**src/hdl/dual_token_bucket_rr_shaper_unit_macros.svh**
```systemverilog
// assertion macros for the shaper
`ifndef DUAL_TOKEN_BUCKET_RR_SHAPER_UNIT_MACROS_SVH
`define DUAL_TOKEN_BUCKET_RR_SHAPER_UNIT_MACROS_SVH

// checked only out of reset
`define DTB_ASSERT(label, prop, msg) \
  label: assert property (@(posedge clk_i) disable iff (!rst_ni) prop) else $error(msg);

// checked at every edge, reset included
`define DTB_ASSERT_ALWAYS(label, prop, msg) \
  label: assert property (@(posedge clk_i) prop) else $error(msg);

`endif

```
**src/hdl/dtb_pkg.sv**
```systemverilog
package dtb_pkg;

  localparam int unsigned DEF_NUM_QUEUES  = 8;
  localparam int unsigned DEF_QUEUE_DEPTH = 16;
  localparam int unsigned MAX_RES         = 8;

  localparam logic [31:0] RST_BURST_SIZE = 32'd98304;
  localparam logic [15:0] RST_MAX_UNIT   = 16'd12144;
  localparam logic [15:0] RST_MEAN_RATE  = 16'd1000;
  localparam logic [15:0] RST_PEAK_RATE  = 16'd10000;
  localparam logic [4:0]  RST_QLIMIT     = 5'd0;

  localparam int unsigned CFG_IDX_W  = 3;
  localparam int unsigned CFG_DATA_W = 32;
  localparam int unsigned DIV_W      = 17;

  typedef enum logic [1:0] {
    CMD_FRAME  = 2'd0,
    CMD_REQ    = 2'd1,
    CMD_TICK   = 2'd2,
    CMD_UNUSED = 2'd3
  } cmd_e;

  typedef enum logic [CFG_IDX_W-1:0] {
    CFG_BURST = 3'd0,
    CFG_MTU   = 3'd1,
    CFG_MEAN  = 3'd2,
    CFG_PEAK  = 3'd3,
    CFG_QLIM  = 3'd4
  } cfg_idx_e;

  typedef enum logic {
    EV_SENT = 1'b0,
    EV_DROP = 1'b1
  } ev_e;

  typedef struct packed {
    logic        ev;
    logic [2:0]  queue;
    logic [15:0] len;
    logic [15:0] tag;
  } res_t;

endpackage

```
**src/hdl/dtb_div.sv**
```systemverilog
module dtb_div (
  input  logic                      clk_i,
  input  logic                      rst_ni,
  input  logic                      start_i,
  input  logic [dtb_pkg::DIV_W-1:0] dividend_i,
  input  logic [15:0]               divisor_i,
  output logic                      done_o,
  output logic [dtb_pkg::DIV_W-1:0] quotient_o
);
  import dtb_pkg::*;

  localparam int unsigned CNT_W = $clog2(DIV_W + 1);

  logic [DIV_W-1:0] rem_q, quo_q;
  logic [15:0]      dvs_q;
  logic [CNT_W-1:0] cnt_q;
  logic             busy_q, done_q;
  logic [DIV_W-1:0] rs;
  logic             ge;

  // one quotient bit per cycle, restoring
  assign rs = {rem_q[DIV_W-2:0], quo_q[DIV_W-1]};
  assign ge = rs >= {1'b0, dvs_q};

  always_ff @(posedge clk_i or negedge rst_ni) begin
    if (!rst_ni) begin
      rem_q  <= '0;
      quo_q  <= '0;
      dvs_q  <= '0;
      cnt_q  <= '0;
      busy_q <= 1'b0;
      done_q <= 1'b0;
    end else begin
      done_q <= 1'b0;
      if (start_i) begin
        rem_q  <= '0;
        quo_q  <= dividend_i;
        dvs_q  <= divisor_i;
        cnt_q  <= CNT_W'(DIV_W);
        busy_q <= 1'b1;
      end else if (busy_q) begin
        rem_q <= ge ? rs - {1'b0, dvs_q} : rs;
        quo_q <= {quo_q[DIV_W-2:0], ge};
        cnt_q <= cnt_q - 1'b1;
        if (cnt_q == CNT_W'(1)) begin
          busy_q <= 1'b0;
          done_q <= 1'b1;
        end
      end
    end
  end

  assign done_o     = done_q;
  assign quotient_o = quo_q;
endmodule

```
**config.mk**
```make
export PLATFORM = sky130hd
export DESIGN_NAME = dtb_div
export DESIGN_NICKNAME = d
export VERILOG_FILES = /design/src/hdl/dual_token_bucket_rr_shaper_unit_macros.svh /design/src/hdl/dtb_pkg.sv /design/src/hdl/dtb_div.sv
export SDC_FILE = /design/constraint.sdc
export NUM_CORES = 1
export LEC_CHECK = 0
export BUFFER_PORTS_ARGS = -buffer_cell sky130_fd_sc_hd__buf_2
export CAP_MARGIN = 20
export CORE_MARGIN = 2
export CORE_UTILIZATION = 40
export DETAILED_ROUTE_END_ITERATION = 8
export PLACE_DENSITY = 0.59
export SYNTH_ARGS = -nofsm -noshare
export SYNTH_HDL_FRONTEND = slang
export SYNTH_SLANG_ARGS = --single-unit
export TNS_END_PERCENT = 20
```
**constraint.sdc**
```tcl
create_clock -name clk_i -period 2.7 [get_ports clk_i]
set_input_delay 0.27 -clock clk_i [delete_from_list [all_inputs] [get_ports clk_i]]
set_output_delay 0.27 -clock clk_i [all_outputs]
set_load 0.005 [all_outputs]
```
==> flow_summary.ini <==
[pwr]
power_uw = 3470
total_leakage_power_uw = 0.00194
worst_ir_drop_vdd_uv = 342
p_per_area_nw_per_um2 = 913

[worst_setup_path]
worstSetupStartpoint = quotient_o[16]$_DFFE_PN0P_
crit_path_end_kind = register
reg2reg_depth = 11
required_ns = 2.92
critPathLaunchType = register
r2r_end = rem_q[14]$_DFFE_PN0P_
crit_fanout = 6
worstReg2RegStart = quotient_o[16]$_DFFE_PN0P_
cp.arrival_ns = 2.64
endpoint = rem_q[14]$_DFFE_PN0P_
path_class = register to register
ff2ff_setup_slack_ns = 0.28

[synthesis]
ys_ff_latch = 56
yosysUniqueCellTypes = 46
post-synth-top-count-cell = dfrtp_1
syn_avg_cell_area_um2 = 9.42
yosys.area.top_type = dfrtp_1
synth_top_area_share_pct = 42.0
synthTopCellsByArea = dfrtp_1, mux2i_1, ha_1
syn-instance-count = 354
synth_common_cells = dfrtp_1, nand2_1, o21ai_0, mux2i_1, nor2_1
synth_nets = 409
synth_ff_type = dfrtp_1
ys_seq_area_share_pct = 42.0
synth_edf_count = 0
ys_warn_count = 0
syn_area_um2 = 3330
async_flop_share_pct = 100

[global_routing]
grt_pass1_vias = 2549
grt_max_degree = 44
antenna_found_initial = 0
grt_usage_pct = 16.2
grt_pass1_wl_mm = 11.7
grt-ovfl-total = 0

[run_status]
status = complete, no violations

[routing]
num_vias = 2556
ant_nets = 0
wl_mm = 6.70
drtPass1Iterations = 4
routedWlPerCell_um = 13.1
drcViolationCount = 0
first_iter_violations = 85
viasPerCell = 5.01

[clock_network]
cts_resized = 0
clk_pin_slew_worst_paths_ns = 0.10
cts.path.max_buffers = 2
cts_made_buffers = 5
root_buffer = clkbuf_8
worst_skew_pair.late_latency_ns = 0.31
htreeDepth = 2
cts.sinks = 56
cts_tree = yes

[cells_and_area]
syn2layout_area_growth_pct = 13.9
drive_gt1_share_pct = 20.2
post-route-util_pct = 46.7
fill_cells = 797
finalNonFillerCells = 510
nets = 459
antenna_cells = 0

[placed_design]
hpwl_mm = 5.00
gp_congestion = 0.885
dpl_worst_slack_ns = 0.316
port_buffers = 53
dpl.cell_count = 501

[timing]
timing_worst_slew_pin_value_ns = 0.686
period_share_pct = 89.7
fin_ws_ns = 0.277
slew_headroom_pct = 54.3
finClkSkew_ns = 0.00425
min_period_ns = 2.42
tns_ns = 0
finalSetupViolCount = 0
hold_violations = 0
rsz0062_at_grt = false
finalMaxSlewViolations = 0
fmax_mhz = 413

[floorplan]
core_area_um2 = 8130
die-area_um2 = 9080
die_y_um = 95.3
die_w_um = 95.3
io_pins = 54
num_rows = 33
initial_utilization_pct = 41.0

[run]
drv_cap = 0

[hold_path]
hp-class = input pin to register
-- critical path: stages (launching register included) --
cell and delay [ns]:
dfrtp_1 0.39, inv_1 0.08, ha_1 0.23, fa_1 0.41
nor2b_1 0.17, o31ai_1 0.12, a21oi_1 0.15, buf_4 0.16
a31oi_1 0.10, xnor2_1 0.16, mux2i_1 0.10, a211oi_1 0.25
-- worst min path at each step --
| stage | from | endpoint | slack (ns) | cells after the start |
|---|---|---|---|---|
| 2_1_floorplan | rst_ni | busy_q$_DFF_PN0_ | -0.03 | 0 |
| 3_3_place_gp | rst_ni | dvs_q[8]$_DFFE_PN0P_ | 0.25 | 1 |
| 3_5_place_dp | rst_ni | dvs_q[8]$_DFFE_PN0P_ | 0.25 | 1 |
| 4_1_cts | divisor_i[7] | dvs_q[7]$_DFFE_PN0P_ | 0.15 | 3 |
| 5_1_grt | divisor_i[11] | dvs_q[11]$_DFFE_PN0P_ | 0.15 | 3 |
| 6_report | dividend_i[12] | quotient_o[12]$_DFFE_PN0P_ | 0.16 | 3 |
-- where the power goes --
| group | switching (uW) | internal, uW | total [uW] |
|---|---|---|---|
| combinational | 940 | 855 | 1790 |
| sequential | 169 | 1030 | 1200 |
| clock | 288 | 184 | 472 |
-- placed cells by master (no fill, tap or decap), types with 2 or more instances in the layout --
cell type and instances:
dfrtp_1 55, buf_2 53, nand2_1 43, o21ai_0 38, mux2i_1 29, nor2_1 28
inv_1 22, ha_1 18, a211oi_1 17, a21oi_1 14, xnor2_1 13, buf_4 8
a21o_1 6, clkbuf_8 5, o21a_1 4, a31oi_1 4, nand2b_1 4, nor2b_1 3
a211oi_2 3, nor4b_1 3, and3_1 3, o21ai_1 2, xor2_1 2, mux2_4 2
nand3_1 2, clkinvlp_4 2
-- per-layer routing --
layer	track usage (%)	share of wire (%)	vias up
met5	0	0	-
met4	6.04	2.0	0
met3	2.85	3.5	11
met2	26.2	46	39
met1	21.6	49	1174
li1	-	-	1332
-- logic make-up after synthesis --
group / count (synthesis) / share of synthesized area (%)
compound gates: 99 / 19.0
buf+inv: 41 / 5.37
flops: 56 / 42.0
simple gates: 92 / 12.4
mux: 32 / 9.95
fa+ha+maj: 19 / 7.36
xor+xnor: 15 / 3.94
-- flip-flops by register name, indices dropped and copies added, names as in the netlist --
register / cells
quotient_o: 17
rem_q: 16
dvs_q: 16
busy_q: 1
done_o: 1
cnt_q: 5
-- through the flow --
| stage | hold slack, ns | area (um^2) |
|---|---|---|
| 3_5_place_dp | 0.246 | 3690 |
| 5_1_grt | 0.154 | 3800 |
| 3_3_place_gp | 0.249 | 3690 |
| 2_1_floorplan | -0.0256 | 3330 |
| 4_1_cts | 0.148 | 3800 |
| 6_report | 0.155 | 3800 |
-- timing repair --
item / 4_1_cts / 5_1_grt
hold buffers: 1 / 0
buffers inserted: 0 / 0
endpoints found under the hold margin: 18 / 0
-- area by class of cell --
class | instances | area (um^2) | share of cell area, %
repair buffers | 62 | 335 | 8.83
well taps | 105 | 131 | 3.46
clock inverters | 3 | 23.8 | 0.626
inverters | 22 | 82.6 | 2.17
flip-flops and latches | 56 | 1400 | 36.9
multi-input cells | 257 | 1750 | 46.2
clock buffers | 5 | 68.8 | 1.81
Note: power is estimated with default switching activity, not from simulation.
