$ cat src/hdl/dual_token_bucket_rr_shaper_unit_macros.svh
// assertion macros for the shaper
`ifndef DUAL_TOKEN_BUCKET_RR_SHAPER_UNIT_MACROS_SVH
`define DUAL_TOKEN_BUCKET_RR_SHAPER_UNIT_MACROS_SVH

// checked only out of reset
`define DTB_ASSERT(label, prop, msg) \
  label: assert property (@(posedge clk_i) disable iff (!rst_ni) prop) else $error(msg);

// checked at every edge, reset included
`define DTB_ASSERT_ALWAYS(label, prop, msg) \
  label: assert property (@(posedge clk_i) prop) else $error(msg);

`endif

$ cat src/hdl/dtb_pkg.sv
package dtb_pkg;

  localparam int unsigned DEF_NUM_QUEUES  = 8;
  localparam int unsigned DEF_QUEUE_DEPTH = 16;
  localparam int unsigned MAX_RES         = 8;

  localparam logic [31:0] RST_BURST_SIZE = 32'd98304;
  localparam logic [15:0] RST_MAX_UNIT   = 16'd12144;
  localparam logic [15:0] RST_MEAN_RATE  = 16'd1000;
  localparam logic [15:0] RST_PEAK_RATE  = 16'd10000;
  localparam logic [4:0]  RST_QLIMIT     = 5'd0;

  localparam int unsigned CFG_IDX_W  = 3;
  localparam int unsigned CFG_DATA_W = 32;
  localparam int unsigned DIV_W      = 17;

  typedef enum logic [1:0] {
    CMD_FRAME  = 2'd0,
    CMD_REQ    = 2'd1,
    CMD_TICK   = 2'd2,
    CMD_UNUSED = 2'd3
  } cmd_e;

  typedef enum logic [CFG_IDX_W-1:0] {
    CFG_BURST = 3'd0,
    CFG_MTU   = 3'd1,
    CFG_MEAN  = 3'd2,
    CFG_PEAK  = 3'd3,
    CFG_QLIM  = 3'd4
  } cfg_idx_e;

  typedef enum logic {
    EV_SENT = 1'b0,
    EV_DROP = 1'b1
  } ev_e;

  typedef struct packed {
    logic        ev;
    logic [2:0]  queue;
    logic [15:0] len;
    logic [15:0] tag;
  } res_t;

endpackage

$ cat src/hdl/dtb_rr.sv
module dtb_rr #(
  parameter int unsigned NUM_QUEUES = dtb_pkg::DEF_NUM_QUEUES,
  parameter int unsigned QW         = 3
) (
  input  logic [NUM_QUEUES-1:0] req_i,
  input  logic [QW-1:0]         ptr_i,
  output logic                  gnt_v_o,
  output logic [QW-1:0]         gnt_o
);
  import dtb_pkg::*;

  int unsigned idx;

  // first requester after the pointer, wrapping
  always_comb begin
    gnt_v_o = 1'b0;
    gnt_o   = '0;
    idx     = 0;
    for (int unsigned i = 0; i < NUM_QUEUES; i++) begin
      idx = 32'(ptr_i) + 1 + i;
      if (idx >= NUM_QUEUES) idx = idx - NUM_QUEUES;
      if (!gnt_v_o && req_i[QW'(idx)]) begin
        gnt_v_o = 1'b1;
        gnt_o   = QW'(idx);
      end
    end
  end
endmodule
$ cat config.mk
export PLATFORM = sky130hd
export DESIGN_NAME = dtb_rr
export DESIGN_NICKNAME = d
export VERILOG_FILES = /design/src/hdl/dual_token_bucket_rr_shaper_unit_macros.svh /design/src/hdl/dtb_pkg.sv /design/src/hdl/dtb_rr.sv
export SDC_FILE = /design/constraint.sdc
export NUM_CORES = 1
export LEC_CHECK = 0
export BUFFER_PORTS_ARGS = -buffer_cell sky130_fd_sc_hd__buf_2
export CAP_MARGIN = 20
export CELL_PAD_IN_SITES_DETAIL_PLACEMENT = 0
export CELL_PAD_IN_SITES_GLOBAL_PLACEMENT = 1
export CORE_UTILIZATION = 46
export DETAILED_ROUTE_END_ITERATION = 10
export PLACE_DENSITY_LB_ADDON = 0.1
export SETUP_SLACK_MARGIN = 0.4
export SYNTH_ARGS = -nofsm -noshare
export SYNTH_HDL_FRONTEND = slang
export SYNTH_SLANG_ARGS = --single-unit
$ cat constraint.sdc
create_clock -name vclk -period 4.7
set_input_delay 0.705 -clock vclk [all_inputs]
set_output_delay 0.705 -clock vclk [all_outputs]
set_load 0.1 [all_outputs]
==> results of run 1 <==
-- kinds of logic after synthesis --
group,synth area share [%]
AND/OR/NAND/NOR,25.8
multiplexers,43.0
AO/OA/AOI/OAI,16.8
buffers and inverters,6.81
XOR/XNOR,4.98
adder cells (fa/ha/maj),2.62
-- power breakdown --
part	internal [mW]	switching [mW]	total, mW
sequential	0	0	0
clock	0	0	0
combinational	0.109	0.154	0.263
total	0.109	0.154	0.263
-- layer usage --
| metal | vias up | wire, um | track usage (%) | share of wire (%) |
|---|---|---|---|---|
| met5 | - | 0 | 0 | 0 |
| li1 | 455 | - | - | - |
| met4 | 0 | 0 | 0 | 0 |
| met3 | 0 | 38 | 0 | 1.7 |
| met2 | 13 | 1090 | 36.4 | 49 |
| met1 | 456 | 1080 | 33.8 | 49 |
-- metrics by stage --
| step | setup slack (ns) | hold slack, ns | instance area [um2] | util, % |
|---|---|---|---|---|
| floorplan | 0.470 | 2.06 | 997 | - |
| global placement | 0.786 | 2.20 | 1140 | 58.3 |
| detailed placement | 0.743 | 2.20 | 1140 | 58.3 |
| CTS | 0.735 | 2.21 | 1140 | 58.3 |
| global route | 0.570 | 2.24 | 1140 | 58.3 |
| finish | 0.717 | 2.21 | 1140 | 58.3 |
-- critical path: cells and delay by family --
kind / cells / cell delay, ns
compound gates: 1 / 0.10
buf+inv: 3 / 0.58
mux: 1 / 0.62
simple gates: 3 / 1.27
-- cell usage in the layout, fill, tap and decap left out, drive strengths merged, types with 3 or more instances in the layout --
master  netlist  layout
buf           4      18
mux2          7       7
nor3b         4       4
a21oi         3       3
nor2          6       6
nor4          4       4
a211oi        3       3
mux2i         8       8
nand2b        3       3
nand3b        4       4
o21ai         9       9
nand2         7       7
mux4         11      11
inv           6       6
-- area by class of cell --
class,count,area (um2)
Inverter,6,22.5
Fill cell,198,818
Timing Repair Buffer,18,158
Tap cell,27,33.8
Multi-Input combinational cell,92,930
-- worst paths after layout --
path | start | endpoint | slack, ns | depth (start not counted)
worst min-delay path | ptr_i[0] | gnt_o[0] | 2.21 | 5
worst max-delay path | ptr_i[0] | gnt_o[2] | 0.72 | 8
==> flow_summary.json, run 1 <==
{
  "grt_pass1_vias": 740,
  "crit_path_end_kind": "primary output",
  "worstHoldPathType": "in2out",
  "slowest_stage": "mux4_2",
  "tightest_slew_ns": 0.801,
  "hpwl_um": 1780,
  "grt_max_degree": 22,
  "grt_setup_unrepaired": "false",
  "fmaxAchievable_ghz": 0.251,
  "place_congestion": 0.837,
  "antenna_found_initial": 0,
  "drc_errors": 0,
  "p_per_area_nw_per_um2": 230,
  "area_growth_pct": 19.8,
  "fin_crit_sh_pct": 84.7,
  "layout_min_cycle_time_ns": 3.98,
  "cp.required_ns": 3.99,
  "crit_chain": "buf_2, buf_4, mux4_2, nor4b_1, nor4_2, or4_1, o21ai_4, buf_12",
  "dieArea_um2": 2260,
  "cts_setup_buffers": 0,
  "synth_nets": 118,
  "num_vias": 924,
  "path_class": "in2out",
  "diodes": 0,
  "drt_wl_total_um": 2210,
  "rows": 16,
  "synthTopCellsByCount": "mux4_2 (11), mux2i_1 (8), nand2_1 (7)",
  "drt_iter0_drc": 32,
  "setup_viol_count_final": 0,
  "slowest_delay_ns": 0.62,
  "synth_seq_area_share_pct": 0,
  "ioPinCount": 15,
  "syn_inst": 105,
  "leakage_nw": 0.431,
  "setup_tns_ns": 0,
  "yosysWarnings": 0,
  "drive_gt1_share_pct": 37.1,
  "track_usage_pct": 21.7,
  "crit_path_max_fanout": 21,
  "design.seq.count": 0,
  "synth.avg_cell_area_um2": 9.09,
  "wl_per_cell_um": 15.4,
  "chipWidth_um": 47.6,
  "nNetsFinal": 131,
  "ctsResizeCount": 0,
  "dp.cells": 143,
  "cp-start-kind": "primary input",
  "die_height_um": 47.6,
  "drt_first_pass_iters": 4,
  "antenna_left": 0,
  "regArea_um2": 0,
  "fin_cells": 143,
  "portBuffers": 15,
  "ys_top_cells_by_area": "mux4_2 (26%), mux2i_1 (8.4%), mux2_2 (5.9%)",
  "synth.distinct_cells": 39,
  "synth_top_cell_by_area": "mux4_2",
  "cts_hold_buf": 0,
  "slew_violations": 0,
  "clkbuf_count": 0,
  "maxCapViolations": 0,
  "finalHoldViolations": 0,
  "netlist_area_um2": 955,
  "vias_per_cell": 6.46,
  "arrival_ns": 3.28,
  "synth_top_area_share_pct": 26.0,
  "status": "finished clean",
  "yosysMostFrequentCell": "mux4_2",
  "p_total_mw": 0.263,
  "ir_drop_mv": 0.124,
  "fp.coreArea_um2": 1960,
  "grt_pass1_wl_um": 3600,
  "start_util_pct": 48.7,
  "overflow": 0,
  "slew_headroom_pct": 46.1
}
No activity file was read; power rests on OpenSTA's default activity.
==> run 2: changes to the inputs <==
Settings changed: ABC_AREA set to 1, CORE_UTILIZATION 46 to 40.
Clock period 4.7 ns to 3.8 ns, I/O delays scaled along.
==> run 2 against run 1 <==
Effect of this change: worst hold slack got worse by 0.45 ns; sequential cell count did not move; non-clock buffer count fell by 2; routed wire length rose by 15%; via count rose by 24%; count of clock-buffer cells in the layout did not move; largest cell class unchanged; largest power group unchanged; highest routed layer unchanged.
==> flow_summary.json, run 2 <==
{
  "status": "finished clean",
  "finalHoldViolations": 0,
  "synth_nets": 201,
  "ctsResizeCount": 0,
  "grt_setup_unrepaired": "false",
  "arrival_ns": 2.62,
  "ir_drop_mv": 0.205,
  "final_util_pct": 49.0,
  "ioPinCount": 15,
  "cp-start-kind": "primary input",
  "cts_hold_buf": 0,
  "yosysWarnings": 0,
  "synthTopCellsByCount": "nand2_1 (82), nand3_1 (28), inv_1 (16)",
  "whs_path_depth": 5,
  "synth_seq_area_share_pct": 0,
  "grt_pass1_vias": 1019,
  "overflow": 0,
  "p_comb_share_pct": 100.0,
  "place_congestion": 0.893,
  "netlist_area_um2": 980,
  "crit_path_end_kind": "primary output",
  "grt_pass1_wl_um": 4570,
  "yosysMostFrequentCell": "nand2_1",
  "power.switching_fraction_pct": 68.4,
  "slew_headroom_pct": 68.1,
  "fp.coreArea_um2": 2250,
  "place_area_um2": 1090,
  "wl_per_cell_um": 11.3,
  "slew_violations": 0,
  "fin_crit_sh_pct": 84.0,
  "synth_top_area_share_pct": 31.4,
  "vias_per_cell": 5.09,
  "drt_iter0_drc": 39,
  "rows": 17,
  "leakage_nw": 0.637,
  "antenna_left": 0,
  "drt_first_pass_iters": 4,
  "p_seq_share_pct": 0,
  "setup_viol_count_final": 0,
  "portBuffers": 15,
  "worst_slack_ns": 0.609,
  "maxCapViolations": 0,
  "fmaxAchievable_ghz": 0.313,
  "syn_inst": 188,
  "post-place-ws_ns": 0.556,
  "grt_max_degree": 20,
  "area_growth_pct": 12.8,
  "hpwl_um": 2070,
  "synth.avg_cell_area_um2": 5.21,
  "chipWidth_um": 51.5,
  "p_total_mw": 0.313,
  "design_area_um2": 1100,
  "crit_path_max_fanout": 19,
  "ys_top_cells_by_area": "nand2_1 (31%), nand3_1 (14%), nand2_4 (6.9%)",
  "track_usage_pct": 21.9,
  "cts_setup_buffers": 0,
  "die_height_um": 51.5,
  "diodes": 0,
  "drc_errors": 0,
  "dieArea_um2": 2650,
  "num_vias": 1150,
  "tightest_slew_ns": 0.482,
  "p_per_area_nw_per_um2": 283,
  "switchingPower_mw": 0.214,
  "start_util_pct": 43.5,
  "nNetsFinal": 213,
  "dp.cells": 226,
  "antenna_found_initial": 0,
  "drive_gt1_share_pct": 23.7,
  "path_class": "in2out",
  "clockPowerShare_pct": 0,
  "synth_top_cell_by_area": "nand2_1",
  "holdWs_ns": 1.75,
  "design.seq.count": 0,
  "setup_tns_ns": 0,
  "worstHoldPathType": "in2out",
  "synth.distinct_cells": 21,
  "cp.required_ns": 3.23,
  "final_cell_mix": "nand2_1 (82), nand3_1 (26), inv_1 (16)",
  "layout_min_cycle_time_ns": 3.19,
  "drt_wl_total_um": 2550,
  "final_common_cell": "nand2_1",
  "intPower_mw": 0.0989,
  "clkbuf_count": 0,
  "regArea_um2": 0,
  "fin_cells": 226
}
run 2: changes by cell type after synthesis, sizes merged, moves of 8 or more:
cell and change:
nand2 +91, nand3 +31, inv +14, nor2 +12, mux4 -11, mux2i -8
nand4 +8
run 2: worst max-delay path: stages:
cell and delay (ns):
buf_2 0.13, buf_6 0.20, ha_1 0.22, inv_1 0.07, nand2_2 0.08, nand2_2 0.08, nand2_1 0.06, nand2_1 0.15
nand2_2 0.13, nand2_4 0.09, nor2_8 0.12, nand4_4 0.10, nor2_4 0.17, nand3_1 0.10, nand4_1 0.16, buf_12 0.19
run 2: layout make-up:
type                            count  area, um2
Timing Repair Buffer               16        131
Tap cell                           28       35.0
Fill cell                         269       1150
Inverter                           20       85.1
Multi-Input combinational cell    162        853
run 2: path summary, 6_finish.rpt:
path,start,to,slack (ns)
worst max-delay path,ptr_i[0],gnt_o[2],0.61
worst min-delay path,ptr_i[0],gnt_o[0],1.75
run 2: logic make-up (layout without fill, tap and decap cells):
kind of cell | count (synthesis) | count (layout) | synth area share, %
compound gates | 5 | 5 | 2.94
fa+ha+maj | 2 | 2 | 2.55
buf+inv | 26 | 36 | 15.7
simple gates | 155 | 155 | 78.8
run 2: power groups by stage:
stage / sequential, mW / combinational (mW) / clock, mW
after floorplan: 0 / 0.237 / 0
after global placement: 0 / 0.308 / 0
after detailed placement: 0 / 0.309 / 0
after CTS: 0 / 0.310 / 0
after global routing: 0 / 0.340 / 0
final: 0 / 0.313 / 0
run 2: per-layer routing:
metal / vias up / wire length, um / global-route usage [%] / share of wire, %
met2: 20 / 1220 / 38.7 / 48
met3: 0 / 59 / 0 / 2.3
met1: 509 / 1270 / 31.4 / 50
met4: 0 / 0 / 0 / 0
li1: 621 / - / - / -
met5: - / 0 / 0 / 0
==> run 3: changes to the inputs <==
Settings changed: ABC_AREA 1 to 0, CORE_UTILIZATION 40 to 42.
Clock period 3.8 ns to 2.6 ns, I/O delays scaled along.
==> run 3 against run 2 <==
Effect of this change: core utilization is 34 points higher; the run now ends with setup timing left; global-route usage increased by 2.0 points; critical path depth decreased by 6; count of clock-buffer cells in the layout unchanged; sequential share of layout area did not move; non-clock buffer count increased by 43; combinational power grew 120%; first-iteration DRC count is 49% lower; cell area increased by 54%; largest cell class unchanged; cell count is 19% lower; die area fell by 6.9%; worst setup slack got worse by 0.98 ns.
==> flow_summary.json, run 3 (synthesis gave the netlist of run 1 again) <==
{
  "final_common_cell": "buf_4",
  "start_util_pct": 46.8,
  "holdWs_ns": 1.62,
  "cp.required_ns": 2.21,
  "arrival_ns": 2.58,
  "fillers": 115,
  "finalHoldViolations": 0,
  "holdCritStartpoint": "req_i[1]",
  "violations": "setup timing",
  "slew_violations": 0,
  "fmaxAchievable_ghz": 0.336,
  "cts_hold_buf": 0,
  "slew_headroom_pct": 74.4,
  "nNetsFinal": 172,
  "portBuffers": 15,
  "drt_wl_total_um": 3390,
  "num_vias": 1155,
  "grt_setup_unrepaired": "true",
  "hpwl_um": 2290,
  "whs_path_depth": 5,
  "drt_iter0_drc": 20,
  "drc_errors": 0,
  "rows": 16,
  "final_cell_mix": "buf_4 (42), mux4_2 (11), buf_2 (9)",
  "top_layer": "met4",
  "min_to": "gnt_v_o",
  "place_area_um2": 1490,
  "antenna_left": 0,
  "tightest_slew_ns": 0.382,
  "cp-start-kind": "primary input",
  "ioPinCount": 15,
  "final_util_pct": 83.1,
  "track_usage_pct": 23.9,
  "setup_viol_count_final": 4,
  "layout_min_cycle_time_ns": 2.97,
  "routedLengthMet1_um": 1350,
  "maxCapViolations": 0,
  "diodes": 0,
  "crit_path_max_fanout": 5,
  "setup_tns_ns": -1.29,
  "worstHoldPathType": "in2out",
  "place_congestion": 0.865,
  "leakage_nw": 0.692,
  "overflow": 0,
  "grt_max_degree": 10,
  "grt_pass1_vias": 1083,
  "drive_gt1_share_pct": 70.1,
  "dieArea_um2": 2470,
  "routed-wl-met2_um": 1770,
  "wl_per_cell_um": 18.4,
  "grt_pass1_wl_um": 4760,
  "antenna_found_initial": 0,
  "ir_drop_mv": 0.403,
  "vias_per_cell": 6.28,
  "die_height_um": 49.7,
  "regArea_um2": 0,
  "clkbuf_count": 0,
  "drt_first_pass_iters": 4,
  "chipWidth_um": 49.7,
  "design.seq.count": 0,
  "fp.coreArea_um2": 2040,
  "status": "complete, but fails checks",
  "worst_slack_ns": -0.373,
  "p_per_area_nw_per_um2": 399,
  "design_area_um2": 1700,
  "crit_path_end_kind": "primary output",
  "fin_crit_sh_pct": 114,
  "area_growth_pct": 77.9,
  "path_class": "in2out",
  "wl_met3_um": 133
}
run 3: changes by cell type in the layout (fill, tap and decap cells not counted), sizes merged, moves of 11 or more:
cell / change
mux4: +11
buf: +43
nand3: -31
nand2: -91
nor2: -12
inv: -14
run 3: area by class of cell:
type / count / area (um2) / share of cell area (%)
Multi-Input combinational cell: 92 / 1130 / 66.8
Tap cell: 27 / 33.8 / 1.99
Inverter: 6 / 27.5 / 1.62
Timing Repair Buffer: 59 / 503 / 29.6
run 3: what timing repair did:
action / CTS / global route
setup buffers: 1 / 3
gates resized for setup: 17 / 20
pin swaps: 6 / 2
endpoints found under the setup margin: 4 / 4
cloned: 0 / 0
run 3: metrics by stage:
stage / total power, mW / worst slack (ns) / cells
floorplan: 0.383 / -0.602 / 105
global placement: 0.570 / -0.447 / 180
detailed placement: 0.579 / -0.513 / 180
CTS: 0.608 / -0.320 / 181
global route: 0.707 / -0.413 / 184
finish: 0.678 / -0.373 / 184
run 3: report_power, final:
part / internal [mW] / total, mW / switching [mW]
clock network: 0 / 0 / 0
registers: 0 / 0 / 0
logic: 0.313 / 0.678 / 0.364
run 3: worst max path at each step:
stage | cells after the start | to | slack (ns) | start
final | 10 | gnt_o[1] | -0.37 | ptr_i[0]
after global routing | 10 | gnt_o[1] | -0.41 | ptr_i[0]
after CTS | 10 | gnt_o[1] | -0.32 | ptr_i[0]
after detailed placement | 9 | gnt_o[1] | -0.51 | ptr_i[0]
after global placement | 10 | gnt_o[1] | -0.45 | ptr_i[0]
after floorplan | 10 | gnt_v_o | -0.60 | ptr_i[0]
run 3: critical path: stages:
cell	delay [ns]
buf_12	0.11
ha_2	0.22
buf_4	0.16
xnor3_2	0.44
mux2_2	0.44
nor2_1	0.21
nand3b_1	0.12
a21oi_2	0.21
o21ai_4	0.09
buf_12	0.17
run 3: layer usage:
| metal | track usage (%) | vias up |
|---|---|---|
| li1 | - | 529 |
| met1 | 28.8 | 566 |
| met2 | 48.2 | 48 |
| met3 | 0 | 12 |
| met4 | 1.90 | 0 |
| met5 | 0 | - |
